**config.mk**
```make
export PLATFORM = sky130hd
export DESIGN_NAME = ipv4_dotted_parse_classify_top
export DESIGN_NICKNAME = d
export VERILOG_FILES = /design/src/hdl/ipv4dpc_pkg.sv /design/src/hdl/ipv4_dotted_parse_classify_top.sv
export SDC_FILE = /design/constraint.sdc
export NUM_CORES = 1
export LEC_CHECK = 0
export BUFFER_PORTS_ARGS = -buffer_cell sky130_fd_sc_hd__buf_2
export CAP_MARGIN = 25
export CORE_UTILIZATION = 33
export CTS_BUF_LIST = sky130_fd_sc_hd__clkbuf_2
export DETAILED_ROUTE_END_ITERATION = 12
export GPL_TIMING_DRIVEN = 0
export PLACE_DENSITY = 0.5
export SLEW_MARGIN = 40
export SYNTH_ARGS = -nofsm -noshare
export SYNTH_HDL_FRONTEND = slang
export SYNTH_SLANG_ARGS = --single-unit
```
**constraint.sdc**
```tcl
create_clock -name clk -period 4.75 [get_ports clk]
set_input_delay 0.95 -clock clk [delete_from_list [all_inputs] [get_ports clk]]
set_output_delay 0.95 -clock clk [all_outputs]
set_load 0.02 [all_outputs]
```
**src/hdl/ipv4dpc_pkg.sv**
```systemverilog
// shared constants, codes and types for the dotted-decimal address parser
`timescale 1ns / 1ps

package ipv4dpc_pkg;

    localparam int NUM_OCTETS = 4;
    localparam logic [2:0] FIELD_SAT = 3'd5;
    localparam logic [3:0] COUNT_SAT = 4'd15;
    localparam logic [3:0] BINARY_LEN = 4'd8;
    localparam logic [8:0] OCTET_MAX = 9'd255;
    localparam logic [8:0] ACC_SAT = 9'd256;

    localparam logic [7:0] CHAR_DOT = 8'h2E;
    localparam logic [7:0] CHAR_ZERO = 8'h30;
    localparam logic [7:0] CHAR_ONE = 8'h31;
    localparam logic [7:0] CHAR_NINE = 8'h39;

    localparam logic [7:0] CLASS_A_MAX = 8'd126;
    localparam logic [7:0] CLASS_B_MIN = 8'd128;
    localparam logic [7:0] CLASS_B_MAX = 8'd191;
    localparam logic [7:0] CLASS_C_MAX = 8'd223;
    localparam logic [7:0] CLASS_D_MAX = 8'd239;
    localparam logic [7:0] LOOPBACK_NET = 8'd127;

    localparam int OUT_DATA_W = 112;

    typedef enum logic [3:0] {
        ERR_NONE      = 4'd0,
        ERR_TOO_FEW   = 4'd1,
        ERR_TOO_MANY  = 4'd2,
        ERR_EMPTY     = 4'd3,
        ERR_BAD_CHAR  = 4'd4,
        ERR_MIXED     = 4'd5,
        ERR_BINARY    = 4'd6,
        ERR_LEAD_ZERO = 4'd7,
        ERR_RANGE     = 4'd8
    } err_code_t;

    typedef enum logic [2:0] {
        CLS_A        = 3'd0,
        CLS_B        = 3'd1,
        CLS_C        = 3'd2,
        CLS_D        = 3'd3,
        CLS_E        = 3'd4,
        CLS_ZERO_NET = 3'd5,
        CLS_LOOPBACK = 3'd6
    } class_code_t;

    // per-octet flag set collected while parsing one text
    typedef struct packed {
        logic [3:0] lead_zero;
        logic [3:0] bad_char;
        logic [3:0] empty;
        logic [3:0] binary;
        logic [3:0] range;
    } octet_flags_t;

endpackage

```
**src/hdl/ipv4_dotted_parse_classify_top.sv**
```systemverilog
// dotted-decimal ipv4 text parser with classful classification
// path: the word carrying tlast is registered into the pending stage, then its verdict into the output register
// throughput: one character word per cycle; a finished verdict waits in a one-deep
// pending stage behind the output register, and input stalls only while both hold a
// verdict and m_tready is low
// reset: rst_n clears the parse state, the pending stage and the output valid
`timescale 1ns / 1ps

module ipv4_dotted_parse_classify_top
    import ipv4dpc_pkg::*;
(
    input  logic                  clk,
    input  logic                  rst_n,
    input  logic                  s_tvalid,
    output logic                  s_tready,
    input  logic [7:0]            s_tdata,   // [7:0] char_code
    input  logic                  s_tlast,   // end_of_text
    output logic                  m_tvalid,
    input  logic                  m_tready,
    // [3:0] error_code, [5:4] error_octet, [37:6] address_word, [40:38] class_code,
    // [45:41] prefix_len, [77:46] network_word, [109:78] host_word, [111:110] zero
    output logic [OUT_DATA_W-1:0] m_tdata,
    output logic                  m_tuser    // [0] addr_valid
);

    // running parse state
    logic [2:0]   fi_reg;
    logic [3:0]   dc_reg;
    logic [8:0]   acc_reg;
    logic         z_reg;
    octet_flags_t flags_reg;
    logic [7:0]   oct_reg [NUM_OCTETS];

    logic [2:0]   fi_next;
    logic [3:0]   dc_next;
    logic [8:0]   acc_next;
    logic         z_next;
    octet_flags_t flags_next;
    logic [7:0]   oct_next [NUM_OCTETS];

    // pending stage: one finished text
    logic         pend_valid_reg;
    logic [2:0]   pend_fi_reg;
    octet_flags_t pend_flags_reg;
    logic [7:0]   pend_oct_reg [NUM_OCTETS];

    // output register
    logic                  m_tvalid_reg;
    logic [OUT_DATA_W-1:0] m_tdata_reg;
    logic                  m_tuser_reg;
    logic [OUT_DATA_W-1:0] m_tdata_next;
    logic                  m_tuser_next;

    logic in_accept;
    logic out_load;
    logic pend_adv;
    logic is_dot;
    logic is_digit;
    logic [12:0] acc_mul;
    logic [3:0]  bit_sel;

    assign out_load  = !m_tvalid_reg || m_tready;
    assign pend_adv  = pend_valid_reg && out_load;
    assign s_tready  = !pend_valid_reg || out_load;
    assign in_accept = s_tvalid && s_tready;

    assign is_dot   = (s_tdata == CHAR_DOT);
    assign is_digit = (s_tdata >= CHAR_ZERO) && (s_tdata <= CHAR_NINE);
    // acc * 10 + digit
    assign acc_mul  = {1'b0, acc_reg, 3'b000} + {3'b000, acc_reg, 1'b0}
                    + {9'd0, s_tdata[3:0]};
    assign bit_sel  = (fi_reg < 3'(NUM_OCTETS)) ? (4'b0001 << fi_reg[1:0]) : 4'b0000;

    always_comb
    begin
        fi_next    = fi_reg;
        dc_next    = dc_reg;
        acc_next   = acc_reg;
        z_next     = z_reg;
        flags_next = flags_reg;
        oct_next   = oct_reg;
        if (!is_dot)
        begin
            if (dc_reg == 4'd1 && acc_reg == 9'd0)
            begin
                flags_next.lead_zero = flags_next.lead_zero | bit_sel;
            end
            if (is_digit)
            begin
                if (acc_reg >= ACC_SAT || acc_mul > {4'd0, ACC_SAT})
                begin
                    acc_next = ACC_SAT;
                end
                else
                begin
                    acc_next = acc_mul[8:0];
                end
            end
            else
            begin
                flags_next.bad_char = flags_next.bad_char | bit_sel;
            end
            if (s_tdata != CHAR_ZERO && s_tdata != CHAR_ONE)
            begin
                z_next = 1'b0;
            end
            if (dc_reg < COUNT_SAT)
            begin
                dc_next = dc_reg + 4'd1;
            end
        end
        // a dot closes the field; so does the last word when it is not a dot
        if (is_dot || s_tlast)
        begin
            if (dc_next == 4'd0)
            begin
                flags_next.empty = flags_next.empty | bit_sel;
            end
            if (dc_next == BINARY_LEN && z_next)
            begin
                flags_next.binary = flags_next.binary | bit_sel;
            end
            if (acc_next > OCTET_MAX)
            begin
                flags_next.range = flags_next.range | bit_sel;
            end
            if (fi_reg < 3'(NUM_OCTETS))
            begin
                oct_next[fi_reg[1:0]] = acc_next[7:0];
            end
            if (fi_reg < FIELD_SAT)
            begin
                fi_next = fi_reg + 3'd1;
            end
            dc_next  = 4'd0;
            acc_next = 9'd0;
            z_next   = 1'b1;
        end
    end

    always_ff @(posedge clk or negedge rst_n)
    begin
        if (!rst_n)
        begin
            fi_reg    <= '0;
            dc_reg    <= '0;
            acc_reg   <= '0;
            z_reg     <= 1'b1;
            flags_reg <= '0;
            for (int i = 0; i < NUM_OCTETS; i++)
            begin
                oct_reg[i] <= '0;
            end
        end
        else if (in_accept)
        begin
            if (s_tlast)
            begin
                fi_reg    <= '0;
                dc_reg    <= '0;
                acc_reg   <= '0;
                z_reg     <= 1'b1;
                flags_reg <= '0;
                for (int i = 0; i < NUM_OCTETS; i++)
                begin
                    oct_reg[i] <= '0;
                end
            end
            else
            begin
                fi_reg    <= fi_next;
                dc_reg    <= dc_next;
                acc_reg   <= acc_next;
                z_reg     <= z_next;
                flags_reg <= flags_next;
                oct_reg   <= oct_next;
            end
        end
    end

    // pending stage control
    always_ff @(posedge clk or negedge rst_n)
    begin
        if (!rst_n)
        begin
            pend_valid_reg <= 1'b0;
        end
        else if (in_accept && s_tlast)
        begin
            pend_valid_reg <= 1'b1;
        end
        else if (pend_adv)
        begin
            pend_valid_reg <= 1'b0;
        end
    end

    always_ff @(posedge clk)
    begin
        if (in_accept && s_tlast)
        begin
            pend_fi_reg    <= fi_next;
            pend_flags_reg <= flags_next;
            pend_oct_reg   <= oct_next;
        end
    end

    // verdict logic on the pending stage
    always_comb
    begin
        err_code_t   err;
        logic [1:0]  eoct;
        logic [31:0] addr;
        logic [31:0] mask;
        class_code_t cls;
        logic [4:0]  plen;
        logic [7:0]  a;

        err  = ERR_NONE;
        eoct = 2'd0;
        a    = pend_oct_reg[0];
        addr = {pend_oct_reg[0], pend_oct_reg[1], pend_oct_reg[2], pend_oct_reg[3]};

        if (pend_fi_reg < 3'(NUM_OCTETS))
        begin
            err = ERR_TOO_FEW;
        end
        else if (pend_fi_reg > 3'(NUM_OCTETS))
        begin
            err = ERR_TOO_MANY;
        end
        else
        begin
            for (int i = NUM_OCTETS - 1; i >= 0; i--)
            begin
                if (pend_flags_reg.empty[i])
                begin
                    err  = ERR_EMPTY;
                    eoct = 2'(i);
                end
                else if (pend_flags_reg.bad_char[i])
                begin
                    err  = ERR_BAD_CHAR;
                    eoct = 2'(i);
                end
            end
            if (err == ERR_NONE && pend_flags_reg.binary != 4'b0000)
            begin
                err = (pend_flags_reg.binary != 4'b1111) ? ERR_MIXED : ERR_BINARY;
            end
            if (err == ERR_NONE)
            begin
                for (int i = NUM_OCTETS - 1; i >= 0; i--)
                begin
                    if (pend_flags_reg.lead_zero[i])
                    begin
                        err  = ERR_LEAD_ZERO;
                        eoct = 2'(i);
                    end
                    else if (pend_flags_reg.range[i])
                    begin
                        err  = ERR_RANGE;
                        eoct = 2'(i);
                    end
                end
            end
        end

        if (a inside {[8'd1 : CLASS_A_MAX]})
        begin
            cls = CLS_A; plen = 5'd8; mask = 32'hFF00_0000;
        end
        else if (a inside {[CLASS_B_MIN : CLASS_B_MAX]})
        begin
            cls = CLS_B; plen = 5'd16; mask = 32'hFFFF_0000;
        end
        else if (a inside {[CLASS_B_MAX + 8'd1 : CLASS_C_MAX]})
        begin
            cls = CLS_C; plen = 5'd24; mask = 32'hFFFF_FF00;
        end
        else if (a inside {[CLASS_C_MAX + 8'd1 : CLASS_D_MAX]})
        begin
            cls = CLS_D; plen = 5'd0; mask = 32'h0000_0000;
        end
        else if (a > CLASS_D_MAX)
        begin
            cls = CLS_E; plen = 5'd0; mask = 32'h0000_0000;
        end
        else if (a == 8'd0)
        begin
            cls = CLS_ZERO_NET; plen = 5'd0; mask = 32'h0000_0000;
        end
        else
        begin
            // only the loopback network is left
            cls = (a == LOOPBACK_NET) ? CLS_LOOPBACK : CLS_LOOPBACK;
            plen = 5'd0; mask = 32'h0000_0000;
        end

        m_tuser_next = (err == ERR_NONE);
        if (err == ERR_NONE)
        begin
            m_tdata_next = {2'b00, addr & ~mask, addr & mask, plen, cls, addr, eoct, err};
        end
        else
        begin
            m_tdata_next = {2'b00, 32'd0, 32'd0, 5'd0, 3'd0, 32'd0, eoct, err};
        end
    end

    always_ff @(posedge clk or negedge rst_n)
    begin
        if (!rst_n)
        begin
            m_tvalid_reg <= 1'b0;
        end
        else if (out_load)
        begin
            m_tvalid_reg <= pend_valid_reg;
        end
    end

    always_ff @(posedge clk)
    begin
        if (pend_adv)
        begin
            m_tdata_reg <= m_tdata_next;
            m_tuser_reg <= m_tuser_next;
        end
    end

    assign m_tvalid = m_tvalid_reg;
    assign m_tdata  = m_tdata_reg;
    assign m_tuser  = m_tuser_reg;

endmodule
```
==> results of run 1 <==
report_power, final:
group | switching [W] | internal [W] | total (W)
Sequential | 0.0000641 | 0.00215 | 0.00221
Clock | 0.000752 | 0.000475 | 0.00123
Combinational | 0.000304 | 0.000143 | 0.000446
synth_stat cells, types with 12 or more instances:
cell type  instances  area, um2
ha_1              24        300
and4_1            13        114
nor3_1            14       70.1
edfxtp_1         147       4410
clkbuf_1          24       90.1
o21bai_1          12       90.1
o21ai_0           87        435
nor3b_1           26        195
and2_1            37        231
inv_1             21       78.8
buf_4             24        180
nor2_1            33        124
and3_1            37        231
a21oi_1           55        275
nand2_1           76        285
dfrtp_1           70       1750
per-stage QoR:
step           TNS (ps)  worst slack, ps
6_report              0              919
5_1_grt               0              639
4_1_cts               0              783
3_5_place_dp          0              190
3_3_place_gp      -3720            -52.0
2_1_floorplan         0             1090
cell families after synthesis:
kind of cell	count (synthesis)	synth area share
xor+xnor	4	0.00355
simple gates	283	0.159
fa+ha+maj	26	0.0345
other cells	1	0.000380
mux	2	0.00203
flops	218	0.628
compound gates	216	0.131
buf+inv	80	0.0420
how the worst max path moves through the flow:
| stage | start | endpoint | slack (ps) | cells past startpoint |
|---|---|---|---|---|
| finish | acc_reg[2]$_DFFE_PN0P_ | pend_oct_reg[0]$_DFFE_PP_ | 920 | 11 |
| global route | acc_reg[2]$_DFFE_PN0P_ | pend_oct_reg[0]$_DFFE_PP_ | 640 | 11 |
| CTS | acc_reg[2]$_DFFE_PN0P_ | pend_oct_reg[7]$_DFFE_PP_ | 780 | 10 |
| detailed placement | s_tdata[3] | pend_oct_reg[7]$_DFFE_PP_ | 190 | 11 |
| global placement | m_tready | m_tdata[80]$_SDFFCE_PP0P_ | -50 | 3 |
| floorplan | m_tready | m_tdata[0]$_DFFE_PP_ | 1090 | 2 |
layer usage:
metal,wire length (um),track usage,part of all wire
met1,11200,0.213,0.47
met2,10700,0.238,0.45
met3,1280,0.0348,0.054
met4,499,0.0558,0.021
met5,0,0,0
what timing repair did:
action | in CTS | in global routing
hold buffers | 1 | 0
endpoints found under the hold margin | 14 | 0
setup buffers | 0 | 0
resized for setup | 0 | 0
area by class of cell:
class                   count  share of cell area
diodes                      1            0.000215
plain buffers              58              0.0285
clock buffers              84              0.0361
clock inverters            20             0.00677
inverters                  22             0.00731
multi-input cells         544               0.284
flip-flops and latches    218               0.532
well taps                 384              0.0413
repair buffers            127              0.0635
==> qor.txt, run 1 <==
status -> finished clean
WP data required -> 5250 ps
Multi-input gate area -> 3310 um2
reg2reg end -> pend_oct_reg[0]$_DFFE_PP_
vias in the first global route -> 6888
Area Growth Syn to Fin -> 18.0%
Via density -> 4.86
later-pin clock latency in the skew report -> 830 ps
placed inst area -> 11100 um2
Yosys cell types -> 63
critical path cell sequence -> fa_1 > fa_1 > a211oi_1 > or2_2 > a31oi_1 > o2111ai_1 > nor2b_1 > buf_2 > a22oi_1 > buf_2 > o21ai_0
WS Path Type -> reg2reg
Worst Setup Start Kind -> register
CTS buffer count -> 56
relative slew slack -> 0.455
worst hold path class -> in2reg
GR Overflow Total -> 0
Avg Cell Area, Syn -> 11.9 um2
Finished Cell Area -> 11600 um2
Tot GR Track Use -> 0.155
Hold Crit Start -> s_tdata[0]
Synth Warn # -> 0
Storage cell area -> 6190 um2
CTS tree -> done
initial antenna violation count -> 1
skew final -> 72.2 ps
drt total wl -> 23700 um
starting DRC count in detailed routing -> 441
register-to-register setup slack -> 920 ps
slowest CP cell -> fa_1
Arr. time, crit path -> 4330 ps
input/output buffers -> 114
DR vias -> 7090
IO Pins -> 128
routability cong. -> 0.768
Min Hold Slack -> 432 ps
post-synthesis register bit count -> 218
worst min-delay path endpoint -> acc_reg[0]$_DFFE_PN0P_
period utilization -> 0.806
reported max-cap violation count -> 0
CP delay by family, top -> compound AO/OA/AOI/OAI gates
# clock sinks -> 218
die area -> 30600 um2
most common cell after layout, fill and taps aside -> edfxtp_1
DR WL/cell -> 16.2 um
row cnt -> 62
count of final setup violators -> 0
Synth Instances -> 830
post-layout util -> 0.400
fmax -> 261 MHz
Pwr Density -> 334 nW/um2
core area -> 29100 um2
total power -> 0.00388 W
Post-Syn Area -> 9870 um2
final HPWL from detailed placement -> 16600 um
post-route minimum period -> 3830 ps
asr flop ratio synth -> 0.326
slowest stage delay, CP -> 510 ps
RSZ-0062 raised after global routing -> no
worst vdd ir -> 0.110 mV
Synth Flop Type -> edfxtp_1
CP Buf/Inv Count -> 2
Fill cells -> 2891
leakage -> 5.00 nW
Initial Util -> 0.339
fin nets -> 1066
CP Capture Type -> register
first-pass GRT wire length -> 37500 um
chip height -> 175 um
final hold viol count -> 0
post-route ant nets -> 0
Post-synth EDFFs -> 147
Slew Viols, Final -> 0
sequential-to-total area share from yosys stat -> 0.628
Worst R2R Start -> acc_reg[2]$_DFFE_PN0P_
Clock Tree Buf Depth -> 3
pin count of the biggest net entering global routing -> 57
R2R depth -> 11
layout cells sized above 1 -> 0.242
max FFs per register -> 91
DP Cell Count -> 1351
root buf cell -> clkbuf_2
Clock transition at path regs -> 110 ps
Hold Path Cell Cnt -> 2
final cell count without fillers -> 1458
die width -> 175 um
DRC -> 0
worst-path fanout max -> 8
measured slew at the worst slew-check pin -> 814 ps
htree depth -> 2
drt pass-1 iters -> 6
most frequent cells in the layout -> edfxtp_1, buf_2, o21ai_0
No activity file was read; power rests on OpenSTA's default activity.
==> inputs of run 2 (changes only) <==
--- a/config.mk
+++ b/config.mk
@@ -11,7 +11,7 @@
 export CTS_BUF_LIST = sky130_fd_sc_hd__clkbuf_2
 export DETAILED_ROUTE_END_ITERATION = 12
 export GPL_TIMING_DRIVEN = 0
-export PLACE_DENSITY = 0.5
+export PLACE_DENSITY = 0.52
 export SLEW_MARGIN = 40
 export SYNTH_ARGS = -nofsm -noshare
 export SYNTH_HDL_FRONTEND = slang
==> constraint.sdc (replaced) <==
create_clock -name clk -period 3.3 [get_ports clk]
set_input_delay 0.66 -clock clk [delete_from_list [all_inputs] [get_ports clk]]
set_output_delay 0.66 -clock clk [all_outputs]
set_load 0.02 [all_outputs]
==> qor.txt, run 2 (same netlist as run 1, synthesis figures left out) <==
status -> finished clean
max FFs per register -> 91
die area -> 30600 um2
Area Growth Syn to Fin -> 21.2%
worst hold path class -> in2reg
CP Capture Type -> register
Worst Setup Start Kind -> register
leakage -> 5.14 nW
die width -> 175 um
Tot GR Track Use -> 0.156
layout cells sized above 1 -> 0.281
chip height -> 175 um
initial antenna violation count -> 1
CTS tree -> done
Clock transition at path regs -> 110 ps
relative slew slack -> 0.466
DP Cell Count -> 1351
slowest CP cell -> fa_1
final hold viol count -> 0
# clock sinks -> 218
input/output buffers -> 114
Pwr Density -> 493 nW/um2
Slew Viols, Final -> 0
slowest stage delay, CP -> 530 ps
RSZ-0062 raised after global routing -> yes
worst vdd ir -> 0.163 mV
drt pass-1 iters -> 5
DR WL/cell -> 16.2 um
row cnt -> 62
DR vias -> 7273
first-pass GRT wire length -> 37800 um
later-pin clock latency in the skew report -> 840 ps
WP data required -> 3820 ps
CTS buffer count -> 56
Finished Cell Area -> 12000 um2
htree depth -> 2
core area -> 29100 um2
total power -> 0.00590 W
Clock Tree Buf Depth -> 3
pin count of the biggest net entering global routing -> 57
root buf cell -> clkbuf_2
measured slew at the worst slew-check pin -> 801 ps
worst-path fanout max -> 8
post-layout util -> 0.411
placed inst area -> 11100 um2
reported max-cap violation count -> 0
Storage cell area -> 6200 um2
post-route minimum period -> 3230 ps
Via density -> 4.95
DRC -> 0
skew final -> 73.5 ps
IO Pins -> 128
Initial Util -> 0.339
WS Path Type -> reg2reg
Multi-input gate area -> 3440 um2
drt total wl -> 23900 um
most common cell after layout, fill and taps aside -> edfxtp_1
final cell count without fillers -> 1470
vias in the first global route -> 7063
Min Hold Slack -> 106 ps
final HPWL from detailed placement -> 16600 um
count of final setup violators -> 0
fmax -> 309 MHz
post-route ant nets -> 0
fin nets -> 1076
period utilization -> 0.980
GR Overflow Total -> 0
most frequent cells in the layout -> edfxtp_1, buf_2, clkbuf_2
starting DRC count in detailed routing -> 468
critical path cell sequence -> fa_1 > fa_2 > a211oi_4 > or2_4 > a31oi_2 > o2111ai_2 > nor2b_1 > buf_4 > a22oi_2 > buf_6 > o21ai_1
routability cong. -> 0.782
Fill cells -> 2863
Arr. time, crit path -> 3750 ps
[run 2: cell count changes in the layout (fill, tap and decap cells not counted), sizes merged]
cell | previous run | this run
clkinv | 18 | 10
bufinv | 0 | 3
clkbuf | 110 | 118
inv | 24 | 22
buf | 158 | 169
[run 2: power breakdown]
| part | switching, W | internal [W] | total (W) |
|---|---|---|---|
| logic | 0.000443 | 0.000208 | 0.000652 |
| clock network | 0.00109 | 0.000973 | 0.00207 |
| registers | 0.0000912 | 0.00309 | 0.00318 |
| total | 0.00163 | 0.00427 | 0.00590 |
[run 2: per-stage QoR]
step | setup TNS [ps] | setup slack [ps]
floorplan | 0 | 32.2
global placement | -60350 | -946
detailed placement | -36920 | -780
CTS | -109 | -32.8
global route | -685 | -97.0
finish | 0 | 67.1
[run 2: per-layer routing]
layer / share of wire / vias to the layer above / global-route usage / wire (um)
met2: 0.46 / 230 / 0.244 / 10900
met5: 0 / - / 0 / 0
li1: - / 3514 / - / -
met1: 0.46 / 3487 / 0.213 / 11000
met3: 0.058 / 42 / 0.0318 / 1380
met4: 0.022 / 0 / 0.0569 / 525
[run 2: cell type report]
cell class              instances  area share
clock buffers                  93      0.0389
well taps                     384      0.0402
diodes                          1    0.000209
inverters                      22     0.00711
plain buffers                  58      0.0279
flip-flops and latches        218       0.518
multi-input cells             544       0.288
clock inverters                13      0.0110
repair buffers                137      0.0690
[run 2: what timing repair did]
item,CTS,global route
setup buffers,5,6
hold buffers,1,0
resized for setup,17,37
endpoints found under the hold margin,70,0
pin swaps,7,6
endpoints found under the setup margin,67,51
[run 2: path summary, 6_finish.rpt]
check	startpoint	endpoint	slack [ps]	depth (start not counted)
max	acc_reg[0]$_DFFE_PN0P_	pend_oct_reg[8]$_DFFE_PP_	70	11
min	m_tready	m_tvalid$_DFFE_PN0P_	110	3
max reg2reg	acc_reg[0]$_DFFE_PN0P_	pend_oct_reg[8]$_DFFE_PP_	70	11
min reg2reg	flags_reg[10]$_DFFE_PN0P_	flags_reg[10]$_DFFE_PN0P_	480	2
max in group asynchronous	rst_n	oct_reg[11]$_DFFE_PN0P_	2470	3
min in group asynchronous	rst_n	flags_reg[14]$_DFFE_PN0P_	220	2
[run 2: worst max-delay path: cells and delay by family (launching register included)]
family,cells,cell delay (ps)
buffers and inverters,2,370
and+or+nand+nor,2,250
adders and majority gates,2,920
DFF,1,470
AOI/OAI and AO/OA,5,880
==> inputs of run 3 (changes only) <==
--- a/config.mk
+++ b/config.mk
@@ -5,13 +5,13 @@
 export SDC_FILE = /design/constraint.sdc
 export NUM_CORES = 1
 export LEC_CHECK = 0
-export BUFFER_PORTS_ARGS = -buffer_cell sky130_fd_sc_hd__buf_2
+export BUFFER_PORTS_ARGS = -buffer_cell sky130_fd_sc_hd__buf_4
 export CAP_MARGIN = 25
-export CORE_UTILIZATION = 33
+export CORE_UTILIZATION = 40
 export CTS_BUF_LIST = sky130_fd_sc_hd__clkbuf_2
 export DETAILED_ROUTE_END_ITERATION = 12
 export GPL_TIMING_DRIVEN = 0
-export PLACE_DENSITY = 0.52
+export PLACE_DENSITY = 0.61
 export SLEW_MARGIN = 40
 export SYNTH_ARGS = -nofsm -noshare
 export SYNTH_HDL_FRONTEND = slang
==> qor.txt, run 3 (same netlist as run 1, synthesis figures left out) <==
IO Pins -> 128
CTS buffer count -> 53
clock network fraction of total power -> 0.308
Final Worst Setup Slack -> 80.2 ps
Clock Tree Buf Depth -> 3
Initial Util -> 0.407
Worst Setup Start Kind -> register
chip height -> 159 um
Arr. time, crit path -> 3910 ps
initial antenna violation count -> 1
max FFs per register -> 91
Tot GR Track Use -> 0.178
first-pass GRT wire length -> 36000 um
slowest stage delay, CP -> 490 ps
Via density -> 5.11
DR WL/cell -> 16.1 um
end point of the critical path -> oct_reg[5]$_DFFE_PN0P_
core area -> 24200 um2
post-route minimum period -> 3220 ps
sequential share of power -> 0.571
crit path launch -> acc_reg[0]$_DFFE_PN0P_
pre-CTS WS -> -875 ps
die width -> 159 um
routability cong. -> 0.818
RSZ-0062 raised after global routing -> yes
starting DRC count in detailed routing -> 485
die area -> 25300 um2
htree depth -> 2
P_sw -> 0.00160 W
slowest CP cell -> fa_2
drt pass-1 iters -> 5
Finished Cell Area -> 12000 um2
WP data required -> 3990 ps
reg2reg end -> oct_reg[5]$_DFFE_PN0P_
worst hold path class -> in2reg
most frequent cells in the layout -> buf_4, edfxtp_1, clkbuf_2
count of final setup violators -> 0
leakage -> 5.13 nW
# clock sinks -> 218
row cnt -> 57
root buf cell -> clkbuf_2
vias in the first global route -> 6964
GR Overflow Total -> 0
Fill cells -> 2232
skew final -> 85.7 ps
final cell count without fillers -> 1402
CP Capture Type -> register
period utilization -> 0.976
most common cell after layout, fill and taps aside -> buf_4
relative slew slack -> 0.486
CTS tree -> done
final HPWL from detailed placement -> 15500 um
status -> finished clean
Pwr Density -> 466 nW/um2
Worst R2R Start -> acc_reg[0]$_DFFE_PN0P_
fmax -> 311 MHz
DP Cell Count -> 1288
later-pin clock latency in the skew report -> 810 ps
measured slew at the worst slew-check pin -> 768 ps
sw frac -> 0.287
drt total wl -> 22600 um
fin nets -> 1072
post-route ant nets -> 0
reported max-cap violation count -> 0
Clock transition at path regs -> 100 ps
DRC -> 0
R2R depth -> 11
register-to-register setup slack -> 80 ps
Pint -> 0.00398 W
pin count of the biggest net entering global routing -> 72
final hold viol count -> 0
Slew Viols, Final -> 0
worst vdd ir -> 0.191 mV
worst-path fanout max -> 8
DR vias -> 7171
cell mode on critical path -> fa_2
Comb pwr share -> 0.121
Area Growth Syn to Fin -> 21.5%
placed inst area -> 11300 um2
WS Path Type -> reg2reg
input/output buffers -> 114
layout cells sized above 1 -> 0.263
critical path cell sequence -> fa_2 > fa_2 > a211oi_4 > nor4b_1 > a31oi_1 > o2111ai_2 > nor2b_1 > buf_4 > a22oi_2 > buf_2 > o41ai_2
run 3: worst max-delay path: cells and delay by family (launching register included):
family / cells / cell delay (ps)
AOI/OAI and AO/OA: 5 / 1090
adders and majority gates: 2 / 920
DFF: 1 / 460
buffers and inverters: 2 / 390
and+or+nand+nor: 2 / 260
run 3: cell type report:
| cell class | instances | area [um2] | area share |
|---|---|---|---|
| Sequential cell | 218 | 6190 | 0.517 |
| Multi-Input combinational cell | 544 | 3410 | 0.285 |
| Timing Repair Buffer | 136 | 1070 | 0.0896 |
| Tap cell | 324 | 405 | 0.0338 |
| Clock buffer | 79 | 395 | 0.0330 |
| Buffer | 58 | 334 | 0.0279 |
| Inverter | 22 | 85.1 | 0.00710 |
| Clock inverter | 20 | 82.6 | 0.00689 |
| Antenna cell | 1 | 2.50 | 0.000209 |
run 3: what timing repair did:
item                                    in CTS  in global routing
hold endpoints to repair                    70                  0
hold buffers                                 1                  0
resized for setup                           14                 19
pin swaps                                    5                  6
endpoints found under the setup margin      62                 42
buffers inserted                             6                  7
run 3: how the worst min path moves through the flow:
stage / to / slack, ps / cells past startpoint / from
after floorplan: acc_reg[0]$_DFFE_PN0P_ / 360 / 0 / rst_n
after global placement: flags_reg[11]$_DFFE_PN0P_ / 460 / 2 / flags_reg[11]$_DFFE_PN0P_
after detailed placement: flags_reg[9]$_DFFE_PN0P_ / 470 / 2 / flags_reg[9]$_DFFE_PN0P_
after CTS: acc_reg[0]$_DFFE_PN0P_ / 40 / 2 / s_tdata[0]
after global routing: acc_reg[0]$_DFFE_PN0P_ / 60 / 2 / s_tdata[0]
final: acc_reg[0]$_DFFE_PN0P_ / 120 / 2 / s_tdata[0]
run 3: metrics by stage:
step	hold WS, ps	util	setup TNS [ps]	power (W)
after floorplan	364	-	0	0.00363
after global placement	457	0.461	-53660	0.00389
after detailed placement	465	0.465	-38310	0.00391
after CTS	39.3	0.490	-19.8	0.00564
after global routing	60.9	0.494	-283	0.00588
final	117	0.494	0	0.00558
run 3: layer usage:
metal / track usage / vias up / share of wire
met5: 0 / - / 0
met2: 0.281 / 195 / 0.47
met4: 0.0621 / 0 / 0.020
met3: 0.0375 / 39 / 0.051
met1: 0.242 / 3443 / 0.46
li1: - / 3494 / -
run 3: power groups by stage:
stage,Combinational [W],Sequential (W),Clock [W]
2_1_floorplan,0.000325,0.00330,0
3_3_place_gp,0.000643,0.00325,0
3_5_place_dp,0.000665,0.00325,0
4_1_cts,0.000674,0.00319,0.00178
5_1_grt,0.000739,0.00320,0.00194
6_report,0.000676,0.00319,0.00172
